## src/u2u8_pkg.sv

```systemverilog
// ----------------------------------------------------------------------------
// u2u8_pkg
// Shared types and constants for the UTF-16 to UTF-8 encoder.
// ----------------------------------------------------------------------------
package u2u8_pkg;

    // Unit classification masks and patterns
    localparam logic [15:0] MASK_ASCII   = 16'hFF80;
    localparam logic [15:0] MASK_TWO     = 16'hF800;
    localparam logic [15:0] MASK_SURR    = 16'hFC00;
    localparam logic [15:0] HIGH_SURR    = 16'hD800;
    localparam logic [15:0] LOW_SURR     = 16'hDC00;

    // UTF-8 lead and continuation marks
    localparam logic [7:0]  LEAD_TWO     = 8'hC0;
    localparam logic [7:0]  LEAD_THREE   = 8'hE0;
    localparam logic [7:0]  LEAD_FOUR    = 8'hF0;
    localparam logic [7:0]  CONT_MARK    = 8'h80;
    localparam logic [5:0]  CONT_BITS    = 6'h3F;

    // Most bytes one item can cause
    localparam int unsigned MAX_BYTES    = 6;
    localparam int unsigned IDX_W        = $clog2(MAX_BYTES);
    localparam int unsigned CNT_W        = $clog2(MAX_BYTES + 1);

    // One encoding job: bytes in output order, index 0 first
    typedef struct packed {
        logic [MAX_BYTES-1:0][7:0] bytes;
        logic [CNT_W-1:0]          count;
    } job_t;

    // Continuation byte from the low six bits
    function automatic logic [7:0] cont_byte(input logic [5:0] bits);
        cont_byte = CONT_MARK | {2'b00, bits & CONT_BITS};
    endfunction

endpackage

```

## src/u2u8_front.sv

```systemverilog
// ----------------------------------------------------------------------------
// u2u8_front
// Classifies each code unit, keeps the pending high surrogate and builds the
// byte job for the back end.
// ----------------------------------------------------------------------------
module u2u8_front
(
    input  logic                clk,
    input  logic                rst_n,
    input  logic                accept,
    input  logic [15:0]         code_unit,
    output u2u8_pkg::job_t      job,
    output logic                job_wr
);
    import u2u8_pkg::*;

    logic [9:0]  held_bits_reg;
    logic [9:0]  held_bits_next;
    logic        held_valid_reg;
    logic        held_valid_next;

    logic        is_pair;
    logic        is_high;
    logic [20:0] code_point;
    logic [15:0] held_unit;
    logic [2:0][7:0] pre_bytes;
    logic [2:0][7:0] own_bytes;
    logic [CNT_W-1:0] own_count;

    assign is_pair    = held_valid_reg && ((code_unit & MASK_SURR) == LOW_SURR);
    assign is_high    = (code_unit & MASK_SURR) == HIGH_SURR;
    assign code_point = 21'h10000 + {1'b0, held_bits_reg, code_unit[9:0]};
    assign held_unit  = {6'b110110, held_bits_reg};

    // Three-byte form of the broken surrogate that was held
    assign pre_bytes[0] = LEAD_THREE | {4'h0, held_unit[15:12]};
    assign pre_bytes[1] = cont_byte(held_unit[11:6]);
    assign pre_bytes[2] = cont_byte(held_unit[5:0]);

    // Bytes of the new unit on its own
    always_comb
    begin
        own_bytes = '0;
        own_count = '0;
        if (code_unit == 16'h0000)
        begin
            own_count = CNT_W'(1);
        end
        else if ((code_unit & MASK_ASCII) == 16'h0000)
        begin
            own_bytes[0] = code_unit[7:0];
            own_count    = CNT_W'(1);
        end
        else if ((code_unit & MASK_TWO) == 16'h0000)
        begin
            own_bytes[0] = LEAD_TWO | {3'b000, code_unit[10:6]};
            own_bytes[1] = cont_byte(code_unit[5:0]);
            own_count    = CNT_W'(2);
        end
        else if (is_high)
        begin
            own_count = '0;
        end
        else
        begin
            own_bytes[0] = LEAD_THREE | {4'h0, code_unit[15:12]};
            own_bytes[1] = cont_byte(code_unit[11:6]);
            own_bytes[2] = cont_byte(code_unit[5:0]);
            own_count    = CNT_W'(3);
        end
    end

    // Job assembly
    always_comb
    begin
        job = '0;
        if (is_pair)
        begin
            job.bytes[0] = LEAD_FOUR | {5'b00000, code_point[20:18]};
            job.bytes[1] = cont_byte(code_point[17:12]);
            job.bytes[2] = cont_byte(code_point[11:6]);
            job.bytes[3] = cont_byte(code_point[5:0]);
            job.count    = CNT_W'(4);
        end
        else if (held_valid_reg)
        begin
            job.bytes[2:0] = pre_bytes;
            job.bytes[5:3] = own_bytes;
            job.count      = own_count + CNT_W'(3);
        end
        else
        begin
            job.bytes[2:0] = own_bytes;
            job.count      = own_count;
        end
    end

    assign job_wr = accept && (job.count != '0);

    // Held surrogate update
    always_comb
    begin
        held_bits_next  = held_bits_reg;
        held_valid_next = held_valid_reg;
        if (accept)
        begin
            if (!is_pair && is_high)
            begin
                held_bits_next  = code_unit[9:0];
                held_valid_next = 1'b1;
            end
            else
            begin
                held_bits_next  = '0;
                held_valid_next = 1'b0;
            end
        end
    end

    always_ff @(posedge clk or negedge rst_n)
    begin
        if (!rst_n)
        begin
            held_bits_reg  <= '0;
            held_valid_reg <= 1'b0;
        end
        else
        begin
            held_bits_reg  <= held_bits_next;
            held_valid_reg <= held_valid_next;
        end
    end

endmodule

```

## src/u2u8_fifo.sv

```systemverilog
// ----------------------------------------------------------------------------
// u2u8_fifo
// Short job queue between the front end and the byte serialiser.
// ----------------------------------------------------------------------------
module u2u8_fifo
#(
    parameter int unsigned DEPTH = 2
)
(
    input  logic                clk,
    input  logic                rst_n,
    input  logic                wr,
    input  u2u8_pkg::job_t      wr_job,
    input  logic                rd,
    output u2u8_pkg::job_t      rd_job,
    output logic                full,
    output logic                empty
);
    import u2u8_pkg::*;

    localparam int unsigned PTR_W = (DEPTH > 1) ? $clog2(DEPTH) : 1;
    localparam int unsigned LVL_W = $clog2(DEPTH + 1);

    job_t             slots_reg [DEPTH];
    logic [PTR_W-1:0] wr_ptr_reg;
    logic [PTR_W-1:0] wr_ptr_next;
    logic [PTR_W-1:0] rd_ptr_reg;
    logic [PTR_W-1:0] rd_ptr_next;
    logic [LVL_W-1:0] level_reg;
    logic [LVL_W-1:0] level_next;

    assign full   = level_reg == LVL_W'(DEPTH);
    assign empty  = level_reg == '0;
    assign rd_job = slots_reg[rd_ptr_reg];

    // Pointer and level update
    always_comb
    begin
        wr_ptr_next = wr_ptr_reg;
        rd_ptr_next = rd_ptr_reg;
        level_next  = level_reg;
        if (wr)
        begin
            wr_ptr_next = (wr_ptr_reg == PTR_W'(DEPTH - 1)) ? '0 : wr_ptr_reg + 1'b1;
        end
        if (rd)
        begin
            rd_ptr_next = (rd_ptr_reg == PTR_W'(DEPTH - 1)) ? '0 : rd_ptr_reg + 1'b1;
        end
        if (wr && !rd)
        begin
            level_next = level_reg + 1'b1;
        end
        else if (rd && !wr)
        begin
            level_next = level_reg - 1'b1;
        end
    end

    always_ff @(posedge clk or negedge rst_n)
    begin
        if (!rst_n)
        begin
            wr_ptr_reg <= '0;
            rd_ptr_reg <= '0;
            level_reg  <= '0;
        end
        else
        begin
            wr_ptr_reg <= wr_ptr_next;
            rd_ptr_reg <= rd_ptr_next;
            level_reg  <= level_next;
        end
    end

    // Slot storage
    always_ff @(posedge clk)
    begin
        if (wr)
        begin
            slots_reg[wr_ptr_reg] <= wr_job;
        end
    end

endmodule

```

## src/u2u8_back.sv

```systemverilog
// ----------------------------------------------------------------------------
// u2u8_back
// Takes jobs from the queue and hands out their bytes through an output
// register, one per cycle while that register is empty or being popped.
// ----------------------------------------------------------------------------
module u2u8_back
(
    input  logic                clk,
    input  logic                rst_n,
    input  u2u8_pkg::job_t      job,
    input  logic                job_empty,
    output logic                job_rd,
    input  logic                pop,
    output logic                empty,
    output logic [7:0]          out_byte,
    output logic                last_of_run
);
    import u2u8_pkg::*;

    job_t             cur_reg;
    job_t             cur_next;
    logic [IDX_W-1:0] idx_reg;
    logic [IDX_W-1:0] idx_next;
    logic             busy_reg;
    logic             busy_next;
    logic [7:0]       byte_reg;
    logic [7:0]       byte_next;
    logic             last_reg;
    logic             last_next;
    logic             valid_reg;
    logic             valid_next;

    logic             can_load;
    logic             at_last;

    assign can_load = !valid_reg || pop;
    assign at_last  = (CNT_W'(idx_reg) + 1'b1) == cur_reg.count;
    assign job_rd   = !job_empty && (!busy_reg || (can_load && at_last));

    // Serialiser and output register
    always_comb
    begin
        cur_next   = cur_reg;
        idx_next   = idx_reg;
        busy_next  = busy_reg;
        byte_next  = byte_reg;
        last_next  = last_reg;
        valid_next = valid_reg;
        if (pop)
        begin
            valid_next = 1'b0;
        end
        if (busy_reg && can_load)
        begin
            byte_next  = cur_reg.bytes[idx_reg];
            last_next  = at_last;
            valid_next = 1'b1;
            idx_next   = idx_reg + 1'b1;
            if (at_last)
            begin
                busy_next = 1'b0;
            end
        end
        if (job_rd)
        begin
            cur_next  = job;
            idx_next  = '0;
            busy_next = 1'b1;
        end
    end

    always_ff @(posedge clk or negedge rst_n)
    begin
        if (!rst_n)
        begin
            idx_reg   <= '0;
            busy_reg  <= 1'b0;
            valid_reg <= 1'b0;
        end
        else
        begin
            idx_reg   <= idx_next;
            busy_reg  <= busy_next;
            valid_reg <= valid_next;
        end
    end

    always_ff @(posedge clk)
    begin
        cur_reg  <= cur_next;
        byte_reg <= byte_next;
        last_reg <= last_next;
    end

    assign empty       = !valid_reg;
    assign out_byte    = byte_reg;
    assign last_of_run = last_reg;

endmodule

```

## src/utf16_to_utf8_encoder.sv

```systemverilog
// ----------------------------------------------------------------------------
// utf16_to_utf8_encoder
// UTF-16 code units in, UTF-8 bytes out, with surrogate pairing.
// ----------------------------------------------------------------------------
// Each pushed code unit is classified at once and turned into a job of 0 to 6
// bytes; jobs wait in a queue of JOB_DEPTH entries and a serialiser delivers
// one byte per cycle from its output register while pop keeps it drained. A
// unit causes 1 byte for ASCII and the terminating zero, 2 or 3 for other BMP
// units, 4 for a surrogate pair, up to 6 when a held high surrogate is broken,
// none for a high surrogate that is only held. The single-byte output register
// sets the byte rate. A new unit is taken in every cycle while the queue has
// room; its bytes pass a queue slot, the serialiser's job register and the
// output register before they show on the result ports. last_of_run marks the
// final byte caused by a unit.
// ----------------------------------------------------------------------------
module utf16_to_utf8_encoder
#(
    parameter int unsigned JOB_DEPTH = 2
)
(
    input  logic        clk,
    input  logic        rst_n,
    input  logic        push,
    output logic        full,
    input  logic [15:0] code_unit,
    output logic        empty,
    input  logic        pop,
    output logic [7:0]  out_byte,
    output logic        last_of_run
);
    import u2u8_pkg::*;

    logic  accept;
    job_t  front_job;
    logic  job_wr;
    job_t  queue_job;
    logic  job_rd;
    logic  queue_empty;

    assign accept = push && !full;

    u2u8_front u_front
    (
        .clk       (clk),
        .rst_n     (rst_n),
        .accept    (accept),
        .code_unit (code_unit),
        .job       (front_job),
        .job_wr    (job_wr)
    );

    u2u8_fifo #(.DEPTH(JOB_DEPTH)) u_fifo
    (
        .clk    (clk),
        .rst_n  (rst_n),
        .wr     (job_wr),
        .wr_job (front_job),
        .rd     (job_rd),
        .rd_job (queue_job),
        .full   (full),
        .empty  (queue_empty)
    );

    u2u8_back u_back
    (
        .clk         (clk),
        .rst_n       (rst_n),
        .job         (queue_job),
        .job_empty   (queue_empty),
        .job_rd      (job_rd),
        .pop         (pop),
        .empty       (empty),
        .out_byte    (out_byte),
        .last_of_run (last_of_run)
    );

    // Queue is never written while full
    assert property (@(posedge clk) disable iff (!rst_n) !(job_wr && full))
        else $error("job written into a full queue");

    // Serialiser only takes a job that is there
    assert property (@(posedge clk) disable iff (!rst_n) job_rd |-> !queue_empty)
        else $error("job read from an empty queue");

    // A terminating zero always causes at least one byte
    assert property (@(posedge clk) disable iff (!rst_n)
        (accept && code_unit == 16'h0000) |-> job_wr)
        else $error("zero unit produced no job");

endmodule
```

## config.mk

```make
export PLATFORM = sky130hd
export DESIGN_NAME = utf16_to_utf8_encoder
export DESIGN_NICKNAME = d
export VERILOG_FILES = /design/src/u2u8_pkg.sv /design/src/u2u8_front.sv /design/src/u2u8_fifo.sv /design/src/u2u8_back.sv /design/src/utf16_to_utf8_encoder.sv
export SDC_FILE = /design/constraint.sdc
export NUM_CORES = 1
export LEC_CHECK = 0
export BUFFER_PORTS_ARGS = -buffer_cell sky130_fd_sc_hd__buf_2
export CORE_MARGIN = 5
export CORE_UTILIZATION = 35
export CTS_CLUSTER_SIZE = 14
export DETAILED_ROUTE_END_ITERATION = 12
export SYNTH_ARGS = -nofsm -noshare
export SYNTH_HDL_FRONTEND = slang
export SYNTH_HIERARCHICAL = 1
export SYNTH_SLANG_ARGS = --single-unit
export TNS_END_PERCENT = 30
```

## constraint.sdc

```tcl
create_clock -name clk -period 4.1 [get_ports clk]
set_input_delay 0.82 -clock clk [delete_from_list [all_inputs] [get_ports clk]]
set_output_delay 0.82 -clock clk [all_outputs]
set_load 0.01 [all_outputs]
```

; After elaboration in Yosys (flattened, before gate mapping)
; Memories as Yosys holds them, arrays and structs flattened. A register that Yosys moved wholly into a read port is not among the register bits.
; Cells that the tools add are included.
[totals]
reg_bits = 29
ram_bits = 102
input_bits = 20
out_inout_bits = 11
word_cells = 85
n_memories = 1
[mem_list]
columns = name, words, word_bits, read_ports, rd_clocked_by_memory_dff, write_ports, line_no
row1 = u_fifo.slots_reg, 2, 51, 1, 1, 1, u2u8_fifo.sv:24  ; job_t slots_reg [DEPTH];
[classes]
n_addsub = 7
magnitude_cmp = 1
n_eq_ne = 4
muxes = 34
reduce_logical = 28
[ops]
columns = op, n
row1 = 2-to-1 mux 24 bit, 6
row2 = logical NOT 16 bit, 3
row3 = 2-to-1 mux 16 bit, 3
row4 = 2-to-1 mux 35 bit, 1
row5 = 2-to-1 mux 27 bit, 1
row6 = binary-select mux 8 bit (select 3 bit), 1
row7 = 2-to-1 mux 8 bit, 3
row8 = "adder 17 x 20 -> 21 bit, first input constant", 1
row9 = "== test 6 bit, second input constant", 2
row10 = 2-to-1 mux 2 bit, 6
row11 = 2-to-1 mux 1 bit, 10
row12 = 2-to-1 mux 10 bit, 1
row13 = logical AND 1 bit, 9
row14 = nonzero test 2 bit, 4
row15 = logical NOT 1 bit, 7
row16 = 2-to-1 mux 3 bit, 2
row17 = "less-than comparator 3 x 4 -> 1 bit, second input constant", 1
row18 = "adder 3 x 1 -> 3 bit, second input constant", 1
row19 = "adder 3 x 2 -> 3 bit, second input constant", 1
row20 = == test 3 bit, 1
row21 = nonzero test 3 bit, 1
row22 = "adder 1 bit, second input constant", 2
row23 = "adder 2 x 1 -> 2 bit, second input constant", 1
row24 = "== test 2 bit, second input constant", 1
row25 = 4 further kinds, 5

; Longest topological paths before layout
; Gate-level depths: netlist of the first run.
[logic_depth]
depth_word = 16
ltp_mapped = 9
ltp_nobuf = 9

; Cells and area by module
; Netlist of the first run, hierarchy kept.
[by_module_without_submodules]
columns = module, instances, cells_per_inst, area_per_inst_um2, seq_area_each_um2
row1 = u2u8_fifo, 1, 175, 4119.0, 3163.0
row2 = u2u8_back, 1, 128, 2484.9, 1926.8
row3 = u2u8_front, 1, 188, 1348.8, 275.3
row4 = utf16_to_utf8_encoder, 1, 1, 13.8, 0.0

; Worst setup path after synthesis of the first run
; OpenSTA, ideal clock, no wires.
[synth_path]
path_kind = input to register
start = input code_unit[12]
end = memory u_fifo/slots_reg[0][0] (netlist name), enable pin
setup_time_ns = 0.466
t_arrival_ns = 4.056
required_ns = 3.634
setup_slack_ns = -0.422
path_stages = 5
n_path_buf = 0
cell_sequence = and4b_1 > nand2_1 > o21ai_0 > a21boi_0 > nor2b_1
[synth_between]
elab_chain_cells = 12
word_cells_on_any_way = 17
classes_between = add/sub: 1 / eq/ne: 2 / mux: 8 / reduce/logical: 6
[synth_lines]
columns = item, line_no
row1 = from (decl), utf16_to_utf8_encoder.sv:25  ; input logic [15:0] code_unit,
row2 = == test 6 bit, u2u8_front.sv:31  ; assign is_high = (code_unit & MASK_SURR) == HIGH_SURR;
row3 = 2-to-1 mux 2 bit, u2u8_front.sv:60  ; else if (is_high)
row4 = 2-to-1 mux 2 bit, u2u8_front.sv:54  ; else if ((code_unit & MASK_TWO) == 16'h0000)
row5 = 2-to-1 mux 2 bit, u2u8_front.sv:49  ; else if ((code_unit & MASK_ASCII) == 16'h0000)
row6 = 2-to-1 mux 2 bit, u2u8_front.sv:45  ; if (code_unit == 16'h0000)
row7 = adder 3 x 2 -> 3 bit, u2u8_front.sv:89  ; job.count = own_count + CNT_W'(3);
row8 = 2-to-1 mux 27 bit, u2u8_front.sv:85  ; else if (held_valid_reg)
row9 = 2-to-1 mux 35 bit (*), u2u8_front.sv:77  ; if (is_pair)
row10 = nonzero test 3 bit (*), u2u8_front.sv:98  ; assign job_wr = accept && (job.count != '0);
row11 = logical AND 1 bit (*), u2u8_front.sv:98
row12 = named net job_wr, utf16_to_utf8_encoder.sv:35  ; logic job_wr;
row13 = 2-to-1 mux 1 bit (*), u2u8_fifo.sv:79  ; if (wr)
row14 = 2-to-1 mux 1 bit (not written as such) (*), u2u8_fifo.sv:81  ; slots_reg[wr_ptr_reg] <= wr_job;
row15 = to (decl), u2u8_fifo.sv:24
; Mark *: on every way through the listed nets, which the timed path passes. The rest lies on a longest branch.

; Worst setup path after layout of the first run
[layout_path]
start = register u_back.idx_reg[1]
end = register u_fifo.level_reg[1]
[layout_between]
elab_chain_cells = 8
word_cells_on_any_way = 10
classes_between = add/sub: 1 / eq/ne: 1 / mux: 1 / reduce/logical: 7
[layout_lines]
columns = item, line_no
row1 = from (decl), u2u8_back.sv:22  ; logic [IDX_W-1:0] idx_reg;
row2 = from (signal assigned), u2u8_back.sv:82  ; idx_reg <= idx_next;
row3 = adder 3 x 1 -> 3 bit (*), u2u8_back.sv:37  ; assign at_last = (CNT_W'(idx_reg) + 1'b1) == cur_reg.count;
row4 = == test 3 bit (*), u2u8_back.sv:37
row5 = logical AND 1 bit (*), u2u8_back.sv:38  ; assign job_rd = !job_empty && (!busy_reg || (can_load && at_last));
row6 = logical OR 1 bit (*), u2u8_back.sv:38
row7 = logical AND 1 bit (*), u2u8_back.sv:38
row8 = named net job_rd, utf16_to_utf8_encoder.sv:37  ; logic job_rd;
row9 = logical NOT 1 bit, u2u8_fifo.sv:50  ; if (wr && !rd)
row10 = logical AND 1 bit, u2u8_fifo.sv:50
row11 = 2-to-1 mux 2 bit or nonzero test 2 bit (tied branches), -
row12 = to (signal assigned), u2u8_fifo.sv:72  ; level_reg <= level_next;
row13 = to (decl), u2u8_fifo.sv:29  ; logic [LVL_W-1:0] level_reg;
; Marked as above.
; A chain may end at the register's enable or synchronous reset.

==> flow_metrics.tcl, run 1 <==
set metrics [dict create \
    ios 31 \
    layout-drive-gt1-share_pct 25.7 \
    clk_pin_slew_ns 0.06 \
    end_kind "flop" \
    critPathArrivalTime_ns 3.22 \
    diodes 0 \
    grt_use_total_pct 11.8 \
    hold_viol_final 0 \
    finalClockSkew_ns 0.0102 \
    relSlewSlack_pct 49.8 \
    dieArea_sq_um 25900 \
    seq_area_frac_synth_pct 67.3 \
    pwr_density_cell_nw_per_um2 672 \
    synth_cell_types 54 \
    critPathLaunchType "flop" \
    grt_pass1_wl_mm 23.7 \
    synth_area_leaders "edfxtp_1 (61%), mux2_4 (9.2%), dfrtp_1 (6.3%), mux4_2 (2.3%), mux2i_1 (1.9%)" \
    synth_top_cell_area_share_pct 61.1 \
    clockBufferDepth 2 \
    holdCritPathClass "primary input to async pin" \
    grt_overflow 0 \
    timing.final.crit_share_pct 70.1 \
    syn_inst 492 \
    ant_nets 0 \
    port_buffers 30 \
    rows 55 \
    layout_commonest_cell "edfxtp_1" \
    vias_per_cell 4.99 \
    dp_slack_ns 1.15 \
    setup_ws_ns 1.23 \
    syn2layout_area_growth_pct 12.3 \
    setup_viol 0 \
    path_max_fanout 17 \
    synth_area_sq_um 7970 \
    cts_buffers 17 \
    fin_area_sq_um 8950 \
    ys_seq_elements 182 \
    routedWlPerCell_microns 17.6 \
    power.leakage_nw 3.29 \
    cts.sinks 182 \
    critPathKind "flop to flop" \
    ir_worst_vdd_mv 0.338 \
    report.final.slew_viol_count 0 \
    yosysTopAreaCell "edfxtp_1" \
    period_minus_slack_ns 2.87 \
    drtIter0Drc 381 \
    fin_setup_tns_ns 0 \
    fmax_mhz 348 \
    core_area_sq_um 22500 \
    gp_congestion 0.908 \
    nNetsFinal 547 \
    dpl_cell_area_sq_um 8360 \
    synth.avg_cell_area_sq_um 16.2 \
    largest_register_ffs 102 \
    cts_tree "built" \
    maxCapViolCount 0 \
    die_h_microns 161 \
    cp.required_ns 4.45 \
    grt_antenna_before_repair 0 \
    postCtsSetupBuffers 0 \
    start_util_pct 35.4 \
    hold_buffers 0 \
    num_vias 4099 \
    cts.repair.resized 0 \
    rsz0062_at_grt "false" \
    nFillCells 2012 \
    first_global_vias 4175 \
    yosysWarnings 6 \
    grt_start_max_net_pins 52 \
    worst_slew_pin_slew_ns 0.752 \
    layout_common_cells "edfxtp_1 (162), mux2_4 (49), buf_2 (30), inv_1 (24), nand2_1 (22)" \
    finalWirelength_mm 14.5 \
    root_buffer "clkbuf_16" \
    htreeDepth 4 \
    power_mw 6.01 \
    die_x_microns 161 \
    status "finished clean" \
    drc 0 \
    post-dp-hpwl_mm 9.84 \
    insertion_delay_ns 0.42 \
    postLayoutCoreUtil_pct 39.8 \
    first_pass_iters 5 \
]
==> per-layer routing <==
layer	up-vias	track usage, %	part of all wire [%]	wire length, microns
met5	-	0	0	0
met3	13	3.00	5.1	741
met2	127	17.1	45	6560
met1	2038	17.2	48	7000
met4	0	4.03	1.2	168
li1	1921	-	-	-
==> cell type report <==
type / instances / area [sq um] / share of cell area [%]
multi-input cells: 262 / 2310 / 25.8
clock inverters: 14 / 159 / 1.78
inverters: 24 / 90.1 / 1.01
repair buffers: 37 / 240 / 2.68
clock buffers: 18 / 429 / 4.80
well taps: 285 / 357 / 3.98
flip-flops and latches: 182 / 5370 / 60.0
==> worst max-delay path, cell delays in order, from the launching register on <==
cell and delay [ns]:
dfrtp_1 0.69, ha_1 0.36, xnor2_1 0.24, nand4_2 0.18
a21oi_4 0.53, inv_1 0.16, ha_1 0.23, xor2_1 0.14
nor2_1 0.11, xor2_1 0.14
==> power by group <==
group	internal [mW]	switching, mW	leakage, nW
registers	2.65	0.196	1.74
clock network	0.953	0.656	0.287
logic	0.761	0.793	1.27
total	4.37	1.65	3.29
==> path summary, 6_finish.rpt <==
check	start	slack, ns	depth (start not counted)	end
max	u_back/idx_reg[1]	1.23	9	u_fifo/level_reg[1]
min	rst_n	0.38	1	u_back/valid_reg
max reg2reg	u_back/idx_reg[1]	1.23	9	u_fifo/level_reg[1]
min reg2reg	u_fifo/level_reg[1]	0.50	1	u_fifo/level_reg[1]
max in group asynchronous	rst_n	3.31	1	u_fifo/rd_ptr_reg
min in group clk	u_fifo/level_reg[1]	0.50	1	u_fifo/level_reg[1]
==> synthesized netlist by cell type, drive strengths merged <==
master   number
edfxtp      162
o2bb2ai       6
conb          1
o211a         2
a22o          4
o21ai        13
o21bai        1
buf          18
nand4         1
nor4          2
xnor3         1
mux2i        15
and2         13
o31ai         5
mux4          8
a21boi        1
dfrtp        20
nand4b        1
nand2        22
xnor2         5
nand2b        4
and3          1
a22oi         2
a2bb2oi       2
nor2b         6
nor2         19
mux2         51
a21o          1
xor2          6
ha            3
o22ai        19
nand3        15
a32oi         2
clkbuf        9
inv          24
nor3         10
a21oi        14
o21a          2
and4b         1
==> kinds of logic after synthesis <==
logic type	share of synthesized area, %
other cells	0.0471
simple gates	6.52
compound gates	6.33
mux	13.7
buf+inv	4.04
fa+ha+maj	0.471
xor+xnor	1.59
flops	67.3
==> through the flow <==
stage,cells,hold slack [ns]
6_report,822,0.378
2_1_floorplan,495,0.456
3_5_place_dp,790,0.492
3_3_place_gp,790,0.481
5_1_grt,822,0.398
4_1_cts,822,0.372
Power figures use the tool's default switching activity.
==> inputs of run 2 (changes only) <==
ABC_AREA = 1   (was unset)
clock period = 2.59 ns   (was 4.1 ns; I/O delays follow)
==> flow_metrics.tcl, run 2 <==
set metrics [dict create \
    largest_register_ffs 102 \
    insertion_delay_ns 0.42 \
    cts.sinks 182 \
    grt_pass1_wl_mm 25.3 \
    seq_area_frac_synth_pct 66.5 \
    yosysTopAreaCell "edfxtp_1" \
    p_sw_mw 2.98 \
    cp_cell_sequence "ha_1 > inv_1 > nand2_1 > nand2_1 > nor2_4 > nand3_2 > a21oi_4 > buf_4" \
    critPathKind "flop to flop" \
    syn_inst 608 \
    cts_tree "built" \
    die_h_microns 162 \
    synth_top_cell_area_share_pct 60.3 \
    ant_nets 0 \
    hold_viol_final 0 \
    critPathArrivalTime_ns 2.31 \
    ir_worst_vdd_mv 0.502 \
    dp_cells 920 \
    postCtsSetupBuffers 0 \
    reg2reg_to "u_back/cur_reg[30]" \
    first_pass_iters 5 \
    setup_ws_ns 0.340 \
    root_buffer "clkbuf_16" \
    port_buffers 30 \
    drc 0 \
    post-dp-hpwl_mm 10.9 \
    synth-main-ff-cell "edfxtp_1" \
    nNetsFinal 677 \
    layout_common_cells "edfxtp_1 (162), nand2_1 (92), nor2_1 (53), inv_1 (51), mux2_4 (49)" \
    status "finished clean" \
    gp_congestion 0.858 \
    ys_async_sr_fraction_pct 11.0 \
    crit_path_frequent_cell "nand2_1" \
    cp.required_ns 2.65 \
    layout_commonest_cell "edfxtp_1" \
    synth_area_sq_um 8070 \
    yosys-top-cells-count "edfxtp_1 (162), nand2_1 (93), nor2_1 (55)" \
    fin_setup_tns_ns 0 \
    dp_slack_ns 0.182 \
    timing.final.crit_share_pct 86.9 \
    relSlewSlack_pct 63.7 \
    pwr_density_cell_nw_per_um2 1080 \
    p_seq_share_pct 46.1 \
    clockPowerShare_pct 25.4 \
    syn2layout_area_growth_pct 13.1 \
    holdCritPathClass "primary input to async pin" \
    grt_overflow 0 \
    core_area_sq_um 22600 \
    grt_use_total_pct 12.6 \
    grt_antenna_before_repair 0 \
    cts_buffers 17 \
    hold_buffers 0 \
    num_vias 4603 \
    switching_share_pct 30.3 \
    grt_start_max_net_pins 52 \
    cp_num_buf_inv 2 \
    ys_seq_elements 182 \
    finalClockSkew_ns 0.0125 \
    layout.cells.non_filler 952 \
    synth_edf_count 162 \
    layout-drive-gt1-share_pct 25.6 \
    power.leakage_nw 3.55 \
    nFillCells 2050 \
    drtIter0Drc 380 \
    clockBufferDepth 2 \
    rows 55 \
    worst_slew_pin_slew_ns 0.544 \
    die_x_microns 162 \
    maxCapViolCount 0 \
    pwr-share-comb_pct 28.5 \
    synth.avg_cell_area_sq_um 13.3 \
    clk_pin_slew_ns 0.07 \
    crit_slowest_cell "buf_4" \
    end_kind "flop" \
    r2r_start "u_back/idx_reg[0]" \
    vias_per_cell 4.84 \
    finalWirelength_mm 15.9 \
    yosysMostFrequentCell "edfxtp_1" \
    r2r_cells 8 \
    period_minus_slack_ns 2.25 \
    rsz0062_at_grt "false" \
    path_max_fanout 41 \
    synth_cell_types 36 \
    dieArea_sq_um 26200 \
    cts.repair.resized 0 \
    setup_viol 0 \
    htreeDepth 4 \
    crit_family "buffers and inverters" \
    report.final.slew_viol_count 0 \
    routedWlPerCell_microns 16.7 \
    yosysWarnings 6 \
    cpPeakStageDelay_ns 0.48 \
    critPathLaunchType "flop" \
    rrSetupSlack_ns 0.34 \
    start_util_pct 35.6 \
    first_global_vias 4704 \
    ios 31 \
    seqCellArea_sq_um 5370 \
    fmax_mhz 444 \
    diodes 0 \
    multi_input_area_sq_um 2250 \
    internal-power_mw 6.84 \
    power_mw 9.82 \
    synth_area_leaders "edfxtp_1 (60%), mux2_4 (9.1%), dfrtp_1 (6.2%), nand2_1 (4.3%), nor2_1 (2.6%)" \
]
## run 2: how the worst max path moves through the flow
stage / from / to / slack (ns) / depth (start not counted)
global placement: code_unit[12] / u_fifo/slots_reg[0][30] / 0.24 / 11
CTS: u_back/idx_reg[0] / u_back/cur_reg[44] / 0.33 / 8
detailed placement: code_unit[15] / u_fifo/slots_reg[0][30] / 0.18 / 12
finish: u_back/idx_reg[0] / u_back/cur_reg[30] / 0.34 / 8
global route: u_back/idx_reg[0] / u_back/cur_reg[7] / 0.22 / 8
floorplan: u_back/idx_reg[0] / u_fifo/level_reg[1] / -0.19 / 13
## run 2: area by class of cell
type / count / area share (%)
timing repair buffer: 50 / 3.70
clock inverter: 15 / 1.69
multi-input combinational: 343 / 24.6
sequential: 182 / 58.9
clock buffer: 17 / 4.66
tap: 285 / 3.91
inverter: 60 / 2.56
## run 2: cells by family after synthesis
| logic type | share of synthesized area (%) |
|---|---|
| AO/OA/AOI/OAI | 6.65 |
| XOR/XNOR | 0.651 |
| adder cells (fa/ha/maj) | 0.465 |
| buffers and inverters | 6.14 |
| flip-flops | 66.5 |
| multiplexers | 9.40 |
| other | 0.0465 |
| AND/OR/NAND/NOR | 10.1 |
## run 2: per-layer routing
metal	track usage (%)	vias up	share of wire [%]
met2	20.3	140	48
met4	4.92	0	1.3
met1	16.9	2229	46
met5	0	-	0
li1	-	2218	-
met3	2.51	16	5.0
## run 2: worst register-to-register path: cells and delay by family, from the launching register on
family | cells | cell delay, ns
buf+inv | 2 | 0.53
compound gates | 1 | 0.22
fa+ha+maj | 1 | 0.31
flops | 1 | 0.40
simple gates | 4 | 0.39
## run 2: power groups by stage
stage	registers, mW	clock network, mW	logic [mW]
after global routing	4.60	2.70	3.07
after detailed placement	4.60	0	2.84
final	4.53	2.49	2.79
after CTS	4.54	2.56	2.86
after floorplan	4.52	0	2.26
after global placement	4.58	0	2.81
## run 2: per-stage QoR
step | instance area [sq um] | utilization, % | hold slack [ns]
6_report | 9120 | 40.3 | 0.0680
5_1_grt | 9120 | 40.3 | 0.0982
4_1_cts | 9120 | 40.3 | 0.0683
3_5_place_dp | 8540 | 37.7 | 0.493
3_3_place_gp | 8540 | 37.7 | 0.483
2_1_floorplan | 8110 | - | 0.222
==> inputs of run 3 (changes only) <==
PLACE_DENSITY = 0.57   (was unset)
==> flow_metrics.tcl, run 3 (synthesized netlist as in run 2, its figures left out) <==
set metrics [dict create \
    status "finished clean" \
    rrSetupSlack_ns 0.36 \
    vias_per_cell 4.78 \
    ios 31 \
    rows 55 \
    routedWlPerCell_microns 17.5 \
    cp_cell_sequence "ha_1 > inv_1 > nand2_1 > nand2_1 > nor2_4 > nand3_2 > a21oi_4 > buf_4" \
    nFillCells 2079 \
    first_global_vias 4746 \
    path_max_fanout 39 \
    layout_common_cells "edfxtp_1 (162), nand2_1 (92), nor2_1 (53), inv_1 (51), mux2_4 (49)" \
    worst_slew_pin_slew_ns 0.602 \
    drc 0 \
    port_buffers 30 \
    finalClockSkew_ns 0.0102 \
    power.leakage_nw 3.53 \
    core_area_sq_um 22600 \
    dieArea_sq_um 26200 \
    gp_congestion 0.876 \
    multi_input_area_sq_um 2250 \
    seqCellArea_sq_um 5370 \
    relSlewSlack_pct 59.9 \
    nNetsFinal 674 \
    die_x_microns 162 \
    root_buffer "clkbuf_16" \
    htreeDepth 4 \
    clk_pin_slew_ns 0.06 \
    drtIter0Drc 273 \
    fmax_mhz 449 \
    largest_register_ffs 102 \
    crit_family "buffers and inverters" \
    hold_viol_final 0 \
    critPathArrivalTime_ns 2.30 \
    cts_tree "built" \
    pwr_density_cell_nw_per_um2 1080 \
    ant_nets 0 \
    end_kind "flop" \
    first_pass_iters 5 \
    die_h_microns 162 \
    postCtsSetupBuffers 0 \
    critPathKind "flop to flop" \
    power_mw 9.85 \
    crit_path_frequent_cell "nand2_1" \
    post-dp-hpwl_mm 11.7 \
    grt_start_max_net_pins 53 \
    finalWirelength_mm 16.6 \
    hold_buffers 0 \
    start_util_pct 35.6 \
    grt_pass1_wl_mm 26.5 \
    cp_num_buf_inv 2 \
    syn2layout_area_growth_pct 12.8 \
    ir_worst_vdd_mv 0.472 \
    critPathLaunchType "flop" \
    cts.repair.resized 0 \
    cts_buffers 17 \
    grt_overflow 0 \
    grt_use_total_pct 13.2 \
    cp.required_ns 2.66 \
    insertion_delay_ns 0.43 \
    hold-worst-slack_ns 0.0921 \
    maxCapViolCount 0 \
    timing.final.crit_share_pct 85.9 \
    fin_setup_tns_ns 0 \
    period_minus_slack_ns 2.23 \
    layout-drive-gt1-share_pct 25.3 \
    cpPeakStageDelay_ns 0.45 \
    grt_antenna_before_repair 0 \
    layout_commonest_cell "edfxtp_1" \
    diodes 0 \
    num_vias 4533 \
    report.final.slew_viol_count 0 \
    rsz0062_at_grt "false" \
    holdCritPathClass "primary input to async pin" \
    setup_viol 0 \
    crit_slowest_cell "dfrtp_1" \
    clockBufferDepth 2 \
    cts.sinks 182 \
]
==> run 3: cell types whose count changed in the layout (fill, tap and decap cells not counted), sizes merged <==
cell / change
clkinv: -5
clkinvlp: +3
buf: -3
clkbuf: +2
==> run 3: worst register-to-register path: stages, from the launching register on <==
cell     delay (ns)
dfrtp_1        0.45
ha_1           0.33
inv_1          0.05
nand2_1        0.05
nand2_1        0.07
nor2_4         0.12
nand3_2        0.12
a21oi_4        0.21
buf_4          0.44
==> run 3: worst paths after layout <==
path / start / end / depth (start not counted)
max in group asynchronous: rst_n / u_fifo/rd_ptr_reg / 1
setup reg to reg: u_back/idx_reg[0] / u_back/cur_reg[38] / 8
min in group clk: pop / u_back/valid_reg / 4
hold reg to reg: u_fifo/level_reg[1] / u_fifo/level_reg[1] / 2
setup / recovery: u_back/idx_reg[0] / u_back/cur_reg[38] / 8
hold / removal: rst_n / u_fifo/rd_ptr_reg / 1
==> run 3: routing by layer <==
| layer | track usage, % | part of all wire, % |
|---|---|---|
| met5 | 0 | 0 |
| met4 | 5.31 | 1.9 |
| met3 | 2.89 | 3.9 |
| met2 | 20.5 | 47 |
| met1 | 18.2 | 47 |
==> run 3: through the flow <==
| stage | std cells | setup slack (ns) | area, sq um | util (%) |
|---|---|---|---|---|
| after floorplan | 611 | -0.187 | 8110 | - |
| after global placement | 917 | 0.280 | 8520 | 37.6 |
| after detailed placement | 917 | 0.212 | 8520 | 37.6 |
| after CTS | 949 | 0.335 | 9100 | 40.2 |
| after global routing | 949 | 0.228 | 9100 | 40.2 |
| final | 949 | 0.365 | 9100 | 40.2 |
==> run 3: cell type report <==
type	instances	share of cell area, %
clock buffer	19	4.76
timing repair buffer	47	3.46
inverter	60	2.57
tap	285	3.92
sequential	182	59.0
multi-input combinational	343	24.7
clock inverter	13	1.64
==> run 3: report_power, final <==
part	internal [mW]	switching [mW]	total, mW
Sequential	4.24	0.238	4.48
Clock	1.43	1.10	2.54
Combinational	1.15	1.68	2.83
Total	6.82	3.02	9.85
